File: src/hdl/sdspi_pkg.sv
// Shared types, constants and codes for the SPI-mode SD single-block engine.
package sdspi_pkg;

  localparam int BLOCK_BYTES   = 512;
  localparam int R1_WAIT_LIMIT = 256;
  localparam int BYTE_CNT_W    = $clog2(BLOCK_BYTES + 1);
  localparam int R1_CNT_W      = $clog2(R1_WAIT_LIMIT + 1);
  localparam int ELAPSED_W     = 16;
  localparam int TIMEOUT_W     = 15;
  localparam int CFG_INDEX_W   = 2;
  localparam int CFG_DATA_W    = 15;

  // Configuration register indexes.
  localparam logic [CFG_INDEX_W-1:0] CFG_SDHC_MODE     = 2'd0;
  localparam logic [CFG_INDEX_W-1:0] CFG_TOKEN_TIMEOUT = 2'd1;
  localparam logic [CFG_INDEX_W-1:0] CFG_BUSY_TIMEOUT  = 2'd2;

  localparam logic [TIMEOUT_W-1:0] TOKEN_TIMEOUT_RST = 15'd1000;
  localparam logic [TIMEOUT_W-1:0] BUSY_TIMEOUT_RST  = 15'd5000;

  // Input word function codes.
  localparam logic [1:0] FUNC_XCHG  = 2'd0;
  localparam logic [1:0] FUNC_READ  = 2'd1;
  localparam logic [1:0] FUNC_WRITE = 2'd2;
  localparam logic [1:0] FUNC_TICK  = 2'd3;

  // Protocol bytes.
  localparam logic [7:0] CMD_PREFIX    = 8'h40;
  localparam logic [7:0] CMD17_READ    = 8'd17;
  localparam logic [7:0] CMD24_WRITE   = 8'd24;
  localparam logic [7:0] CMD_CRC       = 8'h95;
  localparam logic [7:0] DATA_TOKEN    = 8'hFE;
  localparam logic [7:0] IDLE_BYTE     = 8'hFF;
  localparam logic [7:0] RESP_MASK     = 8'h1F;
  localparam logic [7:0] RESP_ACCEPTED = 8'h05;
  localparam int         CMD_BYTES     = 6;
  localparam int         CRC_BYTES     = 2;
  localparam int         SECTOR_SHIFT  = 9;

  typedef enum logic [3:0] {
    PH_IDLE     = 4'd0,
    PH_CMD      = 4'd1,
    PH_R1       = 4'd2,
    PH_RTOKEN   = 4'd3,
    PH_RDATA    = 4'd4,
    PH_RCRC     = 4'd5,
    PH_WTOKEN   = 4'd6,
    PH_WDATA    = 4'd7,
    PH_WCRC     = 4'd8,
    PH_WRESP    = 4'd9,
    PH_BUSY     = 4'd10,
    PH_END_OK   = 4'd11,
    PH_END_FAIL = 4'd12
  } phase_t;

  typedef struct packed {
    logic [1:0]  func;
    logic [31:0] block_index;
    logic [7:0]  miso_byte;
    logic [7:0]  wdata_byte;
  } in_word_t;

  typedef struct packed {
    logic [7:0] mosi_byte;
    logic       more_exchange;
    logic       cs_asserted;
    logic [7:0] rdata_byte;
    logic       rdata_valid;
    logic       wdata_taken;
    logic       done_res;
    logic       done_ok;
    logic       start_refused;
    logic       idle;
  } out_word_t;

  typedef struct packed {
    logic                 sdhc_mode;
    logic [TIMEOUT_W-1:0] token_timeout_ms;
    logic [TIMEOUT_W-1:0] busy_timeout_ms;
  } cfg_t;

  typedef struct packed {
    phase_t                phase;
    logic                  is_write;
    logic [BYTE_CNT_W-1:0] byte_count;
    logic [R1_CNT_W-1:0]   r1_wait_count;
    logic [31:0]           command_argument;
    logic [ELAPSED_W-1:0]  elapsed_ms;
  } eng_state_t;

endpackage

File: src/hdl/sdspi_step.sv
// Per-word decision logic: next engine state and the result word for one input word.
module sdspi_step (
  input  sdspi_pkg::eng_state_t cur,
  input  sdspi_pkg::cfg_t       cfg,
  input  sdspi_pkg::in_word_t   in_w,
  output sdspi_pkg::eng_state_t nxt,
  output sdspi_pkg::out_word_t  out_w
);

  logic [sdspi_pkg::BYTE_CNT_W-1:0] cnt_inc;
  logic [sdspi_pkg::R1_CNT_W-1:0]   r1_inc;
  logic                             fail;
  logic                             end_ok;
  logic [7:0]                       cmd_op;

  assign cnt_inc = cur.byte_count + 1'b1;
  assign r1_inc  = cur.r1_wait_count + 1'b1;
  assign cmd_op  = sdspi_pkg::CMD_PREFIX |
                   (cur.is_write ? sdspi_pkg::CMD24_WRITE : sdspi_pkg::CMD17_READ);

  always_comb begin
    nxt    = cur;
    fail   = 1'b0;
    end_ok = 1'b0;
    out_w  = '0;
    out_w.mosi_byte = sdspi_pkg::IDLE_BYTE;

    unique case (in_w.func)
      sdspi_pkg::FUNC_READ, sdspi_pkg::FUNC_WRITE: begin
        if (cur.phase != sdspi_pkg::PH_IDLE) begin
          out_w.start_refused = 1'b1;
        end else begin
          nxt.is_write = (in_w.func == sdspi_pkg::FUNC_WRITE);
          nxt.command_argument = cfg.sdhc_mode ? in_w.block_index :
                                 (in_w.block_index << sdspi_pkg::SECTOR_SHIFT);
          nxt.byte_count    = '0;
          nxt.r1_wait_count = '0;
          nxt.elapsed_ms    = '0;
          nxt.phase         = sdspi_pkg::PH_CMD;
          out_w.mosi_byte   = sdspi_pkg::CMD_PREFIX |
                              ((in_w.func == sdspi_pkg::FUNC_WRITE) ?
                               sdspi_pkg::CMD24_WRITE : sdspi_pkg::CMD17_READ);
          out_w.more_exchange = 1'b1;
        end
      end
      sdspi_pkg::FUNC_TICK: begin
        if ((cur.phase == sdspi_pkg::PH_RTOKEN || cur.phase == sdspi_pkg::PH_BUSY) &&
            (cur.elapsed_ms != '1)) begin
          nxt.elapsed_ms = cur.elapsed_ms + 1'b1;
        end
      end
      sdspi_pkg::FUNC_XCHG: begin
        unique case (cur.phase)
          sdspi_pkg::PH_CMD: begin
            nxt.byte_count = cnt_inc;
            if (cnt_inc < sdspi_pkg::BYTE_CNT_W'(sdspi_pkg::CMD_BYTES)) begin
              unique case (cnt_inc[2:0])
                3'd1:    out_w.mosi_byte = cur.command_argument[31:24];
                3'd2:    out_w.mosi_byte = cur.command_argument[23:16];
                3'd3:    out_w.mosi_byte = cur.command_argument[15:8];
                3'd4:    out_w.mosi_byte = cur.command_argument[7:0];
                3'd0:    out_w.mosi_byte = cmd_op;
                default: out_w.mosi_byte = sdspi_pkg::CMD_CRC;
              endcase
            end else begin
              nxt.phase         = sdspi_pkg::PH_R1;
              nxt.r1_wait_count = '0;
            end
            out_w.more_exchange = 1'b1;
          end
          sdspi_pkg::PH_R1: begin
            if (in_w.miso_byte == sdspi_pkg::IDLE_BYTE) begin
              nxt.r1_wait_count = r1_inc;
              if (r1_inc >= sdspi_pkg::R1_CNT_W'(sdspi_pkg::R1_WAIT_LIMIT)) fail = 1'b1;
              else out_w.more_exchange = 1'b1;
            end else if (in_w.miso_byte != 8'd0) begin
              fail = 1'b1;
            end else if (cur.is_write) begin
              nxt.phase           = sdspi_pkg::PH_WTOKEN;
              out_w.mosi_byte     = sdspi_pkg::DATA_TOKEN;
              out_w.more_exchange = 1'b1;
            end else begin
              nxt.phase           = sdspi_pkg::PH_RTOKEN;
              nxt.elapsed_ms      = '0;
              out_w.more_exchange = 1'b1;
            end
          end
          sdspi_pkg::PH_RTOKEN: begin
            if (in_w.miso_byte == sdspi_pkg::DATA_TOKEN) begin
              nxt.phase           = sdspi_pkg::PH_RDATA;
              nxt.byte_count      = '0;
              out_w.more_exchange = 1'b1;
            end else if (cur.elapsed_ms >= {1'b0, cfg.token_timeout_ms}) begin
              fail = 1'b1;
            end else begin
              out_w.more_exchange = 1'b1;
            end
          end
          sdspi_pkg::PH_RDATA: begin
            out_w.rdata_byte  = in_w.miso_byte;
            out_w.rdata_valid = 1'b1;
            nxt.byte_count    = cnt_inc;
            if (cnt_inc >= sdspi_pkg::BYTE_CNT_W'(sdspi_pkg::BLOCK_BYTES)) begin
              nxt.phase      = sdspi_pkg::PH_RCRC;
              nxt.byte_count = '0;
            end
            out_w.more_exchange = 1'b1;
          end
          sdspi_pkg::PH_RCRC: begin
            nxt.byte_count = cnt_inc;
            if (cnt_inc >= sdspi_pkg::BYTE_CNT_W'(sdspi_pkg::CRC_BYTES)) end_ok = 1'b1;
            else out_w.more_exchange = 1'b1;
          end
          sdspi_pkg::PH_WTOKEN: begin
            nxt.phase           = sdspi_pkg::PH_WDATA;
            nxt.byte_count      = '0;
            out_w.mosi_byte     = in_w.wdata_byte;
            out_w.wdata_taken   = 1'b1;
            out_w.more_exchange = 1'b1;
          end
          sdspi_pkg::PH_WDATA: begin
            nxt.byte_count = cnt_inc;
            if (cnt_inc < sdspi_pkg::BYTE_CNT_W'(sdspi_pkg::BLOCK_BYTES)) begin
              out_w.mosi_byte   = in_w.wdata_byte;
              out_w.wdata_taken = 1'b1;
            end else begin
              nxt.phase      = sdspi_pkg::PH_WCRC;
              nxt.byte_count = '0;
            end
            out_w.more_exchange = 1'b1;
          end
          sdspi_pkg::PH_WCRC: begin
            nxt.byte_count = cnt_inc;
            if (cnt_inc >= sdspi_pkg::BYTE_CNT_W'(sdspi_pkg::CRC_BYTES)) begin
              nxt.phase = sdspi_pkg::PH_WRESP;
            end
            out_w.more_exchange = 1'b1;
          end
          sdspi_pkg::PH_WRESP: begin
            if ((in_w.miso_byte & sdspi_pkg::RESP_MASK) != sdspi_pkg::RESP_ACCEPTED) begin
              fail = 1'b1;
            end else begin
              nxt.phase           = sdspi_pkg::PH_BUSY;
              nxt.elapsed_ms      = '0;
              out_w.more_exchange = 1'b1;
            end
          end
          sdspi_pkg::PH_BUSY: begin
            if (in_w.miso_byte != 8'd0) end_ok = 1'b1;
            else if (cur.elapsed_ms >= {1'b0, cfg.busy_timeout_ms}) fail = 1'b1;
            else out_w.more_exchange = 1'b1;
          end
          sdspi_pkg::PH_END_OK, sdspi_pkg::PH_END_FAIL: begin
            out_w.done_res    = 1'b1;
            out_w.done_ok     = (cur.phase == sdspi_pkg::PH_END_OK);
            nxt.phase         = sdspi_pkg::PH_IDLE;
            nxt.byte_count    = '0;
            nxt.r1_wait_count = '0;
            nxt.elapsed_ms    = '0;
          end
          default: begin
            nxt.phase = sdspi_pkg::PH_IDLE;
          end
        endcase
        // Any ending releases chip select and clocks one trailing idle byte.
        if (fail || end_ok) begin
          nxt.phase           = end_ok ? sdspi_pkg::PH_END_OK : sdspi_pkg::PH_END_FAIL;
          out_w.mosi_byte     = sdspi_pkg::IDLE_BYTE;
          out_w.more_exchange = 1'b1;
        end
      end
      default: ;
    endcase

    out_w.cs_asserted = (nxt.phase != sdspi_pkg::PH_IDLE) &&
                        (nxt.phase != sdspi_pkg::PH_END_OK) &&
                        (nxt.phase != sdspi_pkg::PH_END_FAIL);
    out_w.idle        = (nxt.phase == sdspi_pkg::PH_IDLE);
  end

endmodule

File: src/hdl/sd_spi_single_block_transfer.sv
// Top level of the SPI-mode SD single-block read/write engine.
//
//   Channel  Direction  Handshake         Payload
//   in_      input      in_valid/in_stall   sdspi_pkg::in_word_t  (func, block, miso, wdata)
//   out_     output     out_valid/out_stall sdspi_pkg::out_word_t (mosi, flags, rdata)
//   cfg_     input      cfg_we              cfg_index, cfg_wdata
//
// Every word is decided in the cycle it is accepted and its result word is registered
// into the result buffer, and a new word can enter every cycle while in_stall is low.
// The result side is a two-entry buffer; in_stall rises only while both entries are
// held by a stalled consumer. Reset (synchronous, rst_n low) puts the engine in idle,
// empties the buffer and loads the register defaults.
module sd_spi_single_block_transfer (
  input  logic                                 clk,
  input  logic                                 rst_n,
  input  logic                                 in_valid,
  output logic                                 in_stall,
  input  sdspi_pkg::in_word_t                  in_data,
  output logic                                 out_valid,
  input  logic                                 out_stall,
  output sdspi_pkg::out_word_t                 out_data,
  input  logic                                 cfg_we,
  input  logic [sdspi_pkg::CFG_INDEX_W-1:0]    cfg_index,
  input  logic [sdspi_pkg::CFG_DATA_W-1:0]     cfg_wdata
);

  sdspi_pkg::cfg_t       cfg_r;
  sdspi_pkg::eng_state_t state_r;
  sdspi_pkg::eng_state_t state_nxt;
  sdspi_pkg::out_word_t  res_nxt;
  sdspi_pkg::out_word_t  buf0_r;
  sdspi_pkg::out_word_t  buf1_r;
  logic [1:0]            count_r;
  logic                  push;
  logic                  pop;

  // Configuration registers; writes to an unused index are dropped.
  always_ff @(posedge clk) begin
    if (!rst_n) begin
      cfg_r.sdhc_mode        <= 1'b0;
      cfg_r.token_timeout_ms <= sdspi_pkg::TOKEN_TIMEOUT_RST;
      cfg_r.busy_timeout_ms  <= sdspi_pkg::BUSY_TIMEOUT_RST;
    end else if (cfg_we) begin
      unique case (cfg_index)
        sdspi_pkg::CFG_SDHC_MODE:     cfg_r.sdhc_mode        <= cfg_wdata[0];
        sdspi_pkg::CFG_TOKEN_TIMEOUT: cfg_r.token_timeout_ms <= cfg_wdata;
        sdspi_pkg::CFG_BUSY_TIMEOUT:  cfg_r.busy_timeout_ms  <= cfg_wdata;
        default: ;
      endcase
    end
  end

  sdspi_step u_step (
    .cur   (state_r),
    .cfg   (cfg_r),
    .in_w  (in_data),
    .nxt   (state_nxt),
    .out_w (res_nxt)
  );

  assign in_stall  = (count_r == 2'd2);
  assign push      = in_valid && !in_stall;
  assign out_valid = (count_r != 2'd0);
  assign pop       = out_valid && !out_stall;
  assign out_data  = buf0_r;

  // Engine state only advances on an accepted word.
  always_ff @(posedge clk) begin
    if (!rst_n) begin
      state_r <= '{phase: sdspi_pkg::PH_IDLE, default: '0};
    end else if (push) begin
      state_r <= state_nxt;
    end
  end

  always_ff @(posedge clk) begin
    if (!rst_n) begin
      count_r <= 2'd0;
    end else begin
      count_r <= count_r + {1'b0, push} - {1'b0, pop};
    end
  end

  // Result buffer: buf0_r is the head shown on the output.
  always_ff @(posedge clk) begin
    if (pop) begin
      if (push && count_r == 2'd1) begin
        buf0_r <= res_nxt;
      end else begin
        buf0_r <= buf1_r;
        if (push) buf1_r <= res_nxt;
      end
    end else if (push) begin
      if (count_r == 2'd0) buf0_r <= res_nxt;
      else buf1_r <= res_nxt;
    end
  end

endmodule
File: config.mk
export PLATFORM = sky130hd
export DESIGN_NAME = sd_spi_single_block_transfer
export DESIGN_NICKNAME = d
export VERILOG_FILES = /design/src/hdl/sdspi_pkg.sv /design/src/hdl/sdspi_step.sv /design/src/hdl/sd_spi_single_block_transfer.sv
export SDC_FILE = /design/constraint.sdc
export NUM_CORES = 1
export LEC_CHECK = 0
export BUFFER_PORTS_ARGS = -buffer_cell sky130_fd_sc_hd__clkbuf_2
export CORE_UTILIZATION = 59
export CTS_CLUSTER_SIZE = 14
export DETAILED_ROUTE_END_ITERATION = 8
export GPL_TIMING_DRIVEN = 0
export PLACE_DENSITY_LB_ADDON = 0.25
export SYNTH_ARGS = -nofsm -noshare
export SYNTH_HDL_FRONTEND = slang
export SYNTH_SLANG_ARGS = --single-unit
File: constraint.sdc
create_clock -name clk -period 3.45 [get_ports clk]
set_input_delay 0.5175 -clock clk [delete_from_list [all_inputs] [get_ports clk]]
set_output_delay 0.5175 -clock clk [all_outputs]
set_load 0.05 [all_outputs]
Yosys cells after proc, flatten, opt, wreduce, memory -nomap -nowiden
Cells that the tools add are included.
{ "classes": {"addsub": 5, "order_cmp": 7, "eq_ne": 43, "n_mux": 80, "bitwise_logic": 1, "reduce_logical": 38} }
{ "ops": {"columns": ["operator", "n"], "rows": [
  ["$mux W24", 9],
  ["$pmux W16 S3", 2],
  ["$mux W16", 5],
  ["$mux W72", 1],
  ["$pmux W10 S5", 1],
  ["$mux W9", 5],
  ["$mux W4", 11],
  ["$pmux W8 S5", 1],
  ["$pmux W19 S2", 1],
  ["$pmux W4 S9", 1],
  ["$ge A16 B15 Y1", 2],
  ["$mux W32", 1],
  ["$pmux W8 S4", 1],
  ["$mux W10", 3],
  ["$pmux W9 S3", 1],
  ["$mux W8", 3],
  ["$mux W1", 23],
  ["$eq A4 B4 Y1 const B", 5],
  ["$ne A3 B3 Y1 const B", 6],
  ["$pmux W9 S2", 1],
  ["$add A16 B1 Y16 const B", 1],
  ["$eq A4 B3 Y1 const B", 4],
  ["$eq A8 B8 Y1 const B", 2],
  ["$ne A16 B16 Y1 const B", 1],
  ["48 further kinds", 83]
]} }
{ "word_totals": {"regBits": 153, "inputBits": 72, "output_inout_bits": 26, "word_cells": 204} }

Longest topological paths before layout
Gate-level depths: netlist of the first run.
{ "logic_depth": {"ltp_word": 15, "depth_mapped": 12, "depth_no_buf": 11} }

Hierarchy
A second synthesis of the first run with hierarchy kept.
{ "hier_totals": {"cells_unflattened": 1165, "hier_area_um2": 9862.0} }
{ "by_module_without_submodules": {"columns": ["mod", "instances", "cells_each", "area_per_inst_um2"], "rows": [
  ["sd_spi_single_block_transfer", 1, 527, 5864.4],
  ["sdspi_step", 1, 638, 3997.6]
]} }

Least setup slack after synthesis of the first run
No wires, ideal clock.
{ "synth_path": {"path_type": "reg-to-reg", "from": "register state_r[57] in the netlist's numbering", "to": "register buf0_r (netlist bit out_data[18]) (data pin)", "setup_time_ps": 260, "arrival_ps": 2658, "required_time_ps": 3190, "setup_slack_ps": 532, "stages_incl_launch_ff": 11, "n_path_buf": 0, "period_less_slack_ps": 2918, "path_cell_list": "dfxtp_1 ha_1 nand3_1 a211o_1 a211oi_4 nand4_1 or2_4 a21o_1 a221oi_1 o21ai_1 mux2_2"} }
{ "synth_rtl": {"columns": ["item", "line", "rtl"], "rows": [
  ["start: declaration", "sd_spi_single_block_transfer.sv:28", "sdspi_pkg::eng_state_t state_r;"],
  ["start signal: assignment", "sd_spi_single_block_transfer.sv:72", "state_r <= state_nxt;"],
  ["end signal: assignment", "sd_spi_single_block_transfer.sv:88", "buf0_r <= res_nxt;"],
  ["end signal: assignment", "sd_spi_single_block_transfer.sv:90", "buf0_r <= buf1_r;"],
  ["end signal: assignment", "sd_spi_single_block_transfer.sv:94", "if (count_r == 2'd0) buf0_r <= res_nxt;"],
  ["end: declaration", "sd_spi_single_block_transfer.sv:31", "sdspi_pkg::out_word_t buf0_r;"]
]} }

==> summary.md, run 1 <==
| Metric | Value |
|---|---|
| Post-synth ARST share | 0% |
| Vias post-DR | 7698 |
| Mapped Cells | 961 |
| CP required | 3640 ps |
| Area of the die | 15400 µm² |
| Post-CTS Hold Buffers | 0 |
| CP max FO | 9 |
| Setup Crit Path Kind | reg -> reg |
| Die H | 124 µm |
| CTS tree | done |
| Post-synth EDFFs | 48 |
| Post-Synth XOR/XNOR Area | 1.50% |
| Max-capacitance violation count | 0 |
| Root Buffer | clkbuf_16 |
| Max Slew Vio Count | 0 |
| Starting Density | 60.3% |
| GPL Wtd Cong | 0.933 |
| Cell taking the most area after synthesis | dfxtp_1 |
| Global route overflow | 0 |
| N_diodes | 0 |
| Sequential share of the synthesized area | 40.4% |
| Hpwl dp | 17.0 mm |
| VDD IR max | 0.000371 V |
| Fraction of layout cells with a size suffix above 1 | 17.2% |
| Most used DFF post-synth | dfxtp_1 |
| Core area | 14500 µm² |
| Initial DRC Count | 549 |
| Hold Crit Class | in -> reg |
| Die width | 124 µm |
| Vias in the first global route | 7093 |
| Antenna violations before repair | 0 |
| Wire length on met1 | 10.2 mm |
| IO Port Bufs | 97 |
| Num rows | 44 |
| Setup Viol. Count Final | 0 |
| Final period util | 98.0% |
| Pin count of the biggest net entering global routing | 25 |
| Worst slew pin tran | 1230 ps |
| Synth area leaders | dfxtp_1 (24%), edfxtp_1 (16%), ha_1 (6.3%) |
| F_max | 0.296 GHz |
| # nets final | 1194 |
| Setup WS post-layout | 69.9 ps |
| #FFs+latches synth | 153 |
| Fill count | 1169 |
| Met3 wire length | 1.79 mm |
| Pwr/cell area | 532 nW/µm² |
| Vias per cell | 6.04 |
| Mapped Avg Cell Area | 9.12 µm² |
| Largest family of logic cells by synthesized area | compound AO/OA/AOI/OAI gates |
| Skew-Pair Late Insertion Delay | 440 ps |
| Syn Nets | 1077 |
| Clock sinks | 153 |
| Area growth, synth to finish | 14.9% |
| WL final | 22.8 mm |
| WP data arrival | 3570 ps |
| Top routing layer in use | met4 |
| Gr usage total | 31.1% |
| Period minus WS final | 3380 ps |
| H-tree levels | 4 |
| Mux cell area share after synthesis | 5.91% |
| Status | complete, no violations |
| Worst clock skew | 9.02 ps |
| Post-CTS Setup Bufs | 0 |
| Met2 routed WL | 10.4 mm |
| Pre-CTS setup slack | -113 ps |
| Unrepaired setup endpoints after global routing | yes |
| Yosys warns | 0 |
| Crit end category | register |
| Setup TNS Final | 0 ps |
| Critical Path Start Type | register |
| IO Count | 98 |
| Simple-gate share of the synthesized area | 20.7% |
| P_leak | 4.08 nW |
| DR WL/cell | 17.9 µm |
| Final Hold Vio Count | 0 |
| Clk slew on worst S/H paths | 70 ps |
| Distinct cells, synth | 85 |
| Synth top area share | 24.0% |
| CTS max path bufs | 2 |
| First-pass GRT wire length | 36.2 mm |
| Synth Area in Compound Gates | 21.0% |
| Worst slew margin | 17.5% |
| CTS Buf Count | 17 |
| Residual DRC count | 0 |
| Synthesized area | 8770 µm² |
| Post-Synth Adder-Cell Area | 6.28% |
| Hold slack | 324 ps |
| Routed Antenna Nets | 0 |
| Drt pass-1 iters | 7 |
-- path summary, 6_finish.rpt --
path	startpoint	end	slack (ps)	cells after the start
min reg2reg	state_r[19]	state_r[19]	460	2
min	cfg_wdata[8]	cfg_r[23]	320	3
max reg2reg	state_r[57]	out_data[18]	70	10
max	state_r[57]	out_data[18]	70	10
-- cells in the mapped netlist, drive strengths merged, types with 4 or more instances --
library cell	count
nor3	19
or4	5
mux2i	27
o21ai	44
o31ai	6
buf	12
nand2b	9
o211a	24
ha	44
inv	49
nand4	12
a21oi	33
nand2	141
a21boi	37
or3	5
o21a	9
o221ai	4
nand3	40
a31oi	9
and2	18
nor2	56
or2	6
dfxtp	105
and3	8
a211oi	9
a222oi	8
mux2	22
xnor2	7
xor2	8
nor4	5
a221oi	4
nor2b	21
o211ai	16
edfxtp	48
a22oi	7
clkbuf	34
-- power by group --
group | internal (mW) | switching, mW
clock | 0.974 | 0.751
sequential | 2.14 | 0.0841
combinational | 0.397 | 1.02
total | 3.51 | 1.85
-- state kept, by name, indices dropped and copies added (netlist names) --
register  flops
state_r      72
cfg_r        31
buf1_r       24
out_data     24
count_r       2
-- stage by stage --
step | instances | total power [mW] | instance area (µm²) | util (%)
floorplan | 961 | 3.28 | 8770 | -
global placement | 1242 | 3.61 | 9480 | 65.2
detailed placement | 1243 | 3.66 | 9500 | 65.4
CTS | 1275 | 5.35 | 10000 | 69.1
global route | 1275 | 5.59 | 10100 | 69.3
finish | 1275 | 5.36 | 10100 | 69.3
-- routing by layer --
metal	up-vias	track usage (%)
met5	-	0
met4	0	10.3
met3	42	8.15
met2	282	48.6
met1	3626	41.8
li1	3748	-
-- critical path, stage by stage (launching register included) --
cell	delay (ps)
dfxtp_2	420
ha_2	270
nand3_1	200
a211o_1	360
a211oi_4	350
nand4_1	180
or2_4	270
a21o_1	220
a221oi_1	340
o21ai_1	200
mux2_2	310
-- what timing repair did --
item                                    CTS  global route
endpoints found under the setup margin    4            10
pin swaps                                 0             1
gates resized for setup                   3             5
-- cells by family after synthesis --
logic type,Yosys count
XOR/XNOR,15
adder cells (fa/ha/maj),44
AO/OA/AOI/OAI,244
buffers and inverters,95
flip-flops,153
multiplexers,49
AND/OR/NAND/NOR,361
-- placed cells by master, fill, tap and decap left out, types with 8 or more instances in the layout --
cell type,n
a21boi_0,34
a21oi_1,32
a222oi_1,8
a31oi_1,8
and2_1,18
and3_1,8
buf_1,8
clkbuf_1,34
clkbuf_16,17
clkbuf_2,97
dfxtp_1,102
edfxtp_1,48
ha_1,43
inv_1,49
mux2_2,21
mux2i_1,27
nand2_1,141
nand2b_1,9
nand3_1,38
nand4_1,12
nor2_1,54
nor2b_1,21
nor3_1,17
o211a_1,24
o211ai_1,16
o21a_1,9
o21ai_0,38
xor2_1,8
-- area by class of cell --
class	instances	area (µm²)	share of cell area, %
multi-input cells	713	4900	48.6
flip-flops and latches	153	3550	35.2
repair buffers	98	500	4.97
clock buffers	17	425	4.22
well taps	184	230	2.29
inverters	49	184	1.83
plain buffers	46	178	1.76
clock inverters	15	109	1.08
No activity file was read; power rests on OpenSTA's default activity.
==> run 2: changes to the inputs <==
--- a/config.mk
+++ b/config.mk
@@ -6,7 +6,8 @@
 export NUM_CORES = 1
 export LEC_CHECK = 0
 export BUFFER_PORTS_ARGS = -buffer_cell sky130_fd_sc_hd__clkbuf_2
-export CORE_UTILIZATION = 59
+export CORE_UTILIZATION = 61
+export CTS_BUF_LIST = sky130_fd_sc_hd__clkbuf_8
 export CTS_CLUSTER_SIZE = 14
 export DETAILED_ROUTE_END_ITERATION = 8
 export GPL_TIMING_DRIVEN = 0
==> run 2 against run 1 <==
  * Core utilization up 2.1 points
  * Critical path type unchanged
  * Clock power down 18%
  * Final cell count down 0.24%
  * Non-clock buffer count up 1
  * Fmax up 0.29%
  * Via count up 0.97%
  * First-iteration DRC count up 29%
  * Sequential power about the same
  * Global-route usage up 1.3 points
  * Die area down 3.2%
  * Setup slack better by 9.6 ps
  * Sequential cell count unchanged
==> summary.md, run 2 (synthesized netlist as in run 1, its figures left out) <==
| Metric | Value |
|---|---|
| Setup WS post-layout | 79.5 ps |
| # nets final | 1195 |
| Fraction of layout cells with a size suffix above 1 | 17.4% |
| Pwr/cell area | 508 nW/µm² |
| Vias per cell | 6.11 |
| Final period util | 97.7% |
| H-tree levels | 4 |
| Hold slack | 287 ps |
| Largest register FFs | 72 |
| Residual DRC count | 0 |
| Setup Viol. Count Final | 0 |
| Final Hold Vio Count | 0 |
| Critical Path Start Type | register |
| First-pass GRT wire length | 37.0 mm |
| Largest register by flop count | state_r |
| IO Count | 98 |
| P_leak | 4.03 nW |
| Met2 routed WL | 10.6 mm |
| Root Buffer | clkbuf_8 |
| Hpwl dp | 17.0 mm |
| DR WL/cell | 18.3 µm |
| IO Port Bufs | 97 |
| Clk slew on worst S/H paths | 90 ps |
| CP required | 3660 ps |
| Layout Cells excl Fill | 1272 |
| Skew-Pair Late Insertion Delay | 470 ps |
| Worst slew pin tran | 888 ps |
| Area of the die | 14900 µm² |
| CTS tree | done |
| Clock sinks | 153 |
| Inst Count DP | 1239 |
| Drt pass-1 iters | 5 |
| Core area | 13900 µm² |
| WL final | 23.3 mm |
| Finished Cell Area | 9950 µm² |
| Pre-CTS setup slack | -210 ps |
| Worst clock skew | 8.89 ps |
| Crit end category | register |
| Top routing layer in use | met4 |
| Hold Crit Class | in -> reg |
| Vias in the first global route | 7284 |
| VDD IR max | 0.000289 V |
| Global route overflow | 0 |
| GPL Wtd Cong | 0.913 |
| Worst slew margin | 40.8% |
| Max-capacitance violation count | 0 |
| CTS max path bufs | 2 |
| N_diodes | 0 |
| CTS Buf Count | 17 |
| Status | complete, no violations |
| Gr usage total | 32.4% |
| Unrepaired setup endpoints after global routing | no |
| Post-CTS Setup Bufs | 0 |
| Setup Crit Path Kind | reg -> reg |
| Met3 wire length | 2.01 mm |
| Wire length on met1 | 10.1 mm |
| Sequence of cells on the critical path | ha_2, nand3_2, a211o_1, a211oi_4, a311oi_4, nor4b_1, a22oi_1, xor2_1, nor3_1, o31ai_2 |
| Slowest cell delay on critical path | 430 ps |
| Layout Utilization | 71.4% |
| Die width | 122 µm |
| Setup TNS Final | 0 ps |
| CP max FO | 9 |
| Biggest regs | state_r x72, cfg_r x31 |
| Vias post-DR | 7773 |
| Worst path slowest cell | dfxtp_2 |
| Antenna violations before repair | 0 |
| Post-CTS Hold Buffers | 0 |
| Initial DRC Count | 706 |
| Num rows | 43 |
| Starting Density | 62.9% |
| Die H | 122 µm |
| WP data arrival | 3580 ps |
| Most common cell after layout, fill and taps aside | nand2_1 |
| Total power draw | 5.05 mW |
| Area growth, synth to finish | 13.5% |
| Commonest cells after routing, fill and taps aside | nand2_1 (141), dfxtp_1 (102), clkbuf_2 (98) |
| Period minus WS final | 3370 ps |
| Routed Antenna Nets | 0 |
| F_max | 0.297 GHz |
| Dpl cell area | 9500 µm² |
| Max Slew Vio Count | 0 |
| Pin count of the biggest net entering global routing | 25 |
run 2: repair_timing:
action | CTS | global route
gates resized for setup | 4 | 4
endpoints found under the hold margin | 0 | 0
endpoints found under the setup margin | 9 | 11
pin swaps | 0 | 3
run 2: cell type report:
type                       instances  area (µm²)
multi-input combinational        713        4900
sequential                       153        3550
timing repair buffer              99         505
tap                              180         225
fill                            1096        3980
clock buffer                      17         234
buffer                            46         178
inverter                          49         184
clock inverter                    15         179
run 2: power breakdown:
group | internal, mW | switching (mW) | leakage [nW]
registers | 2.13 | 0.0806 | 1.32
logic | 0.395 | 1.02 | 2.51
clock network | 0.715 | 0.704 | 0.200
total | 3.24 | 1.81 | 4.03
run 2: worst max-delay path, delay by kind of cell, from the launching register on:
kind            cells  cell delay, ps
simple gates        3             850
compound gates      5            1340
xor+xnor            1             210
fa+ha+maj           1             290
flops               1             430
run 2: layer usage:
layer	global-route usage [%]	vias to the layer above
li1	-	3753
met1	43.7	3635
met2	50.7	342
met3	6.98	43
met4	12.3	0
met5	0	-
run 2: final timing paths:
check	end	slack, ps	cells past startpoint	start
setup / recovery	out_data[14]	80	10	state_r[57]
hold / removal	cfg_r[16]	290	3	cfg_wdata[1]
setup reg to reg	out_data[14]	80	10	state_r[57]
hold reg to reg	state_r[20]	470	2	state_r[20]
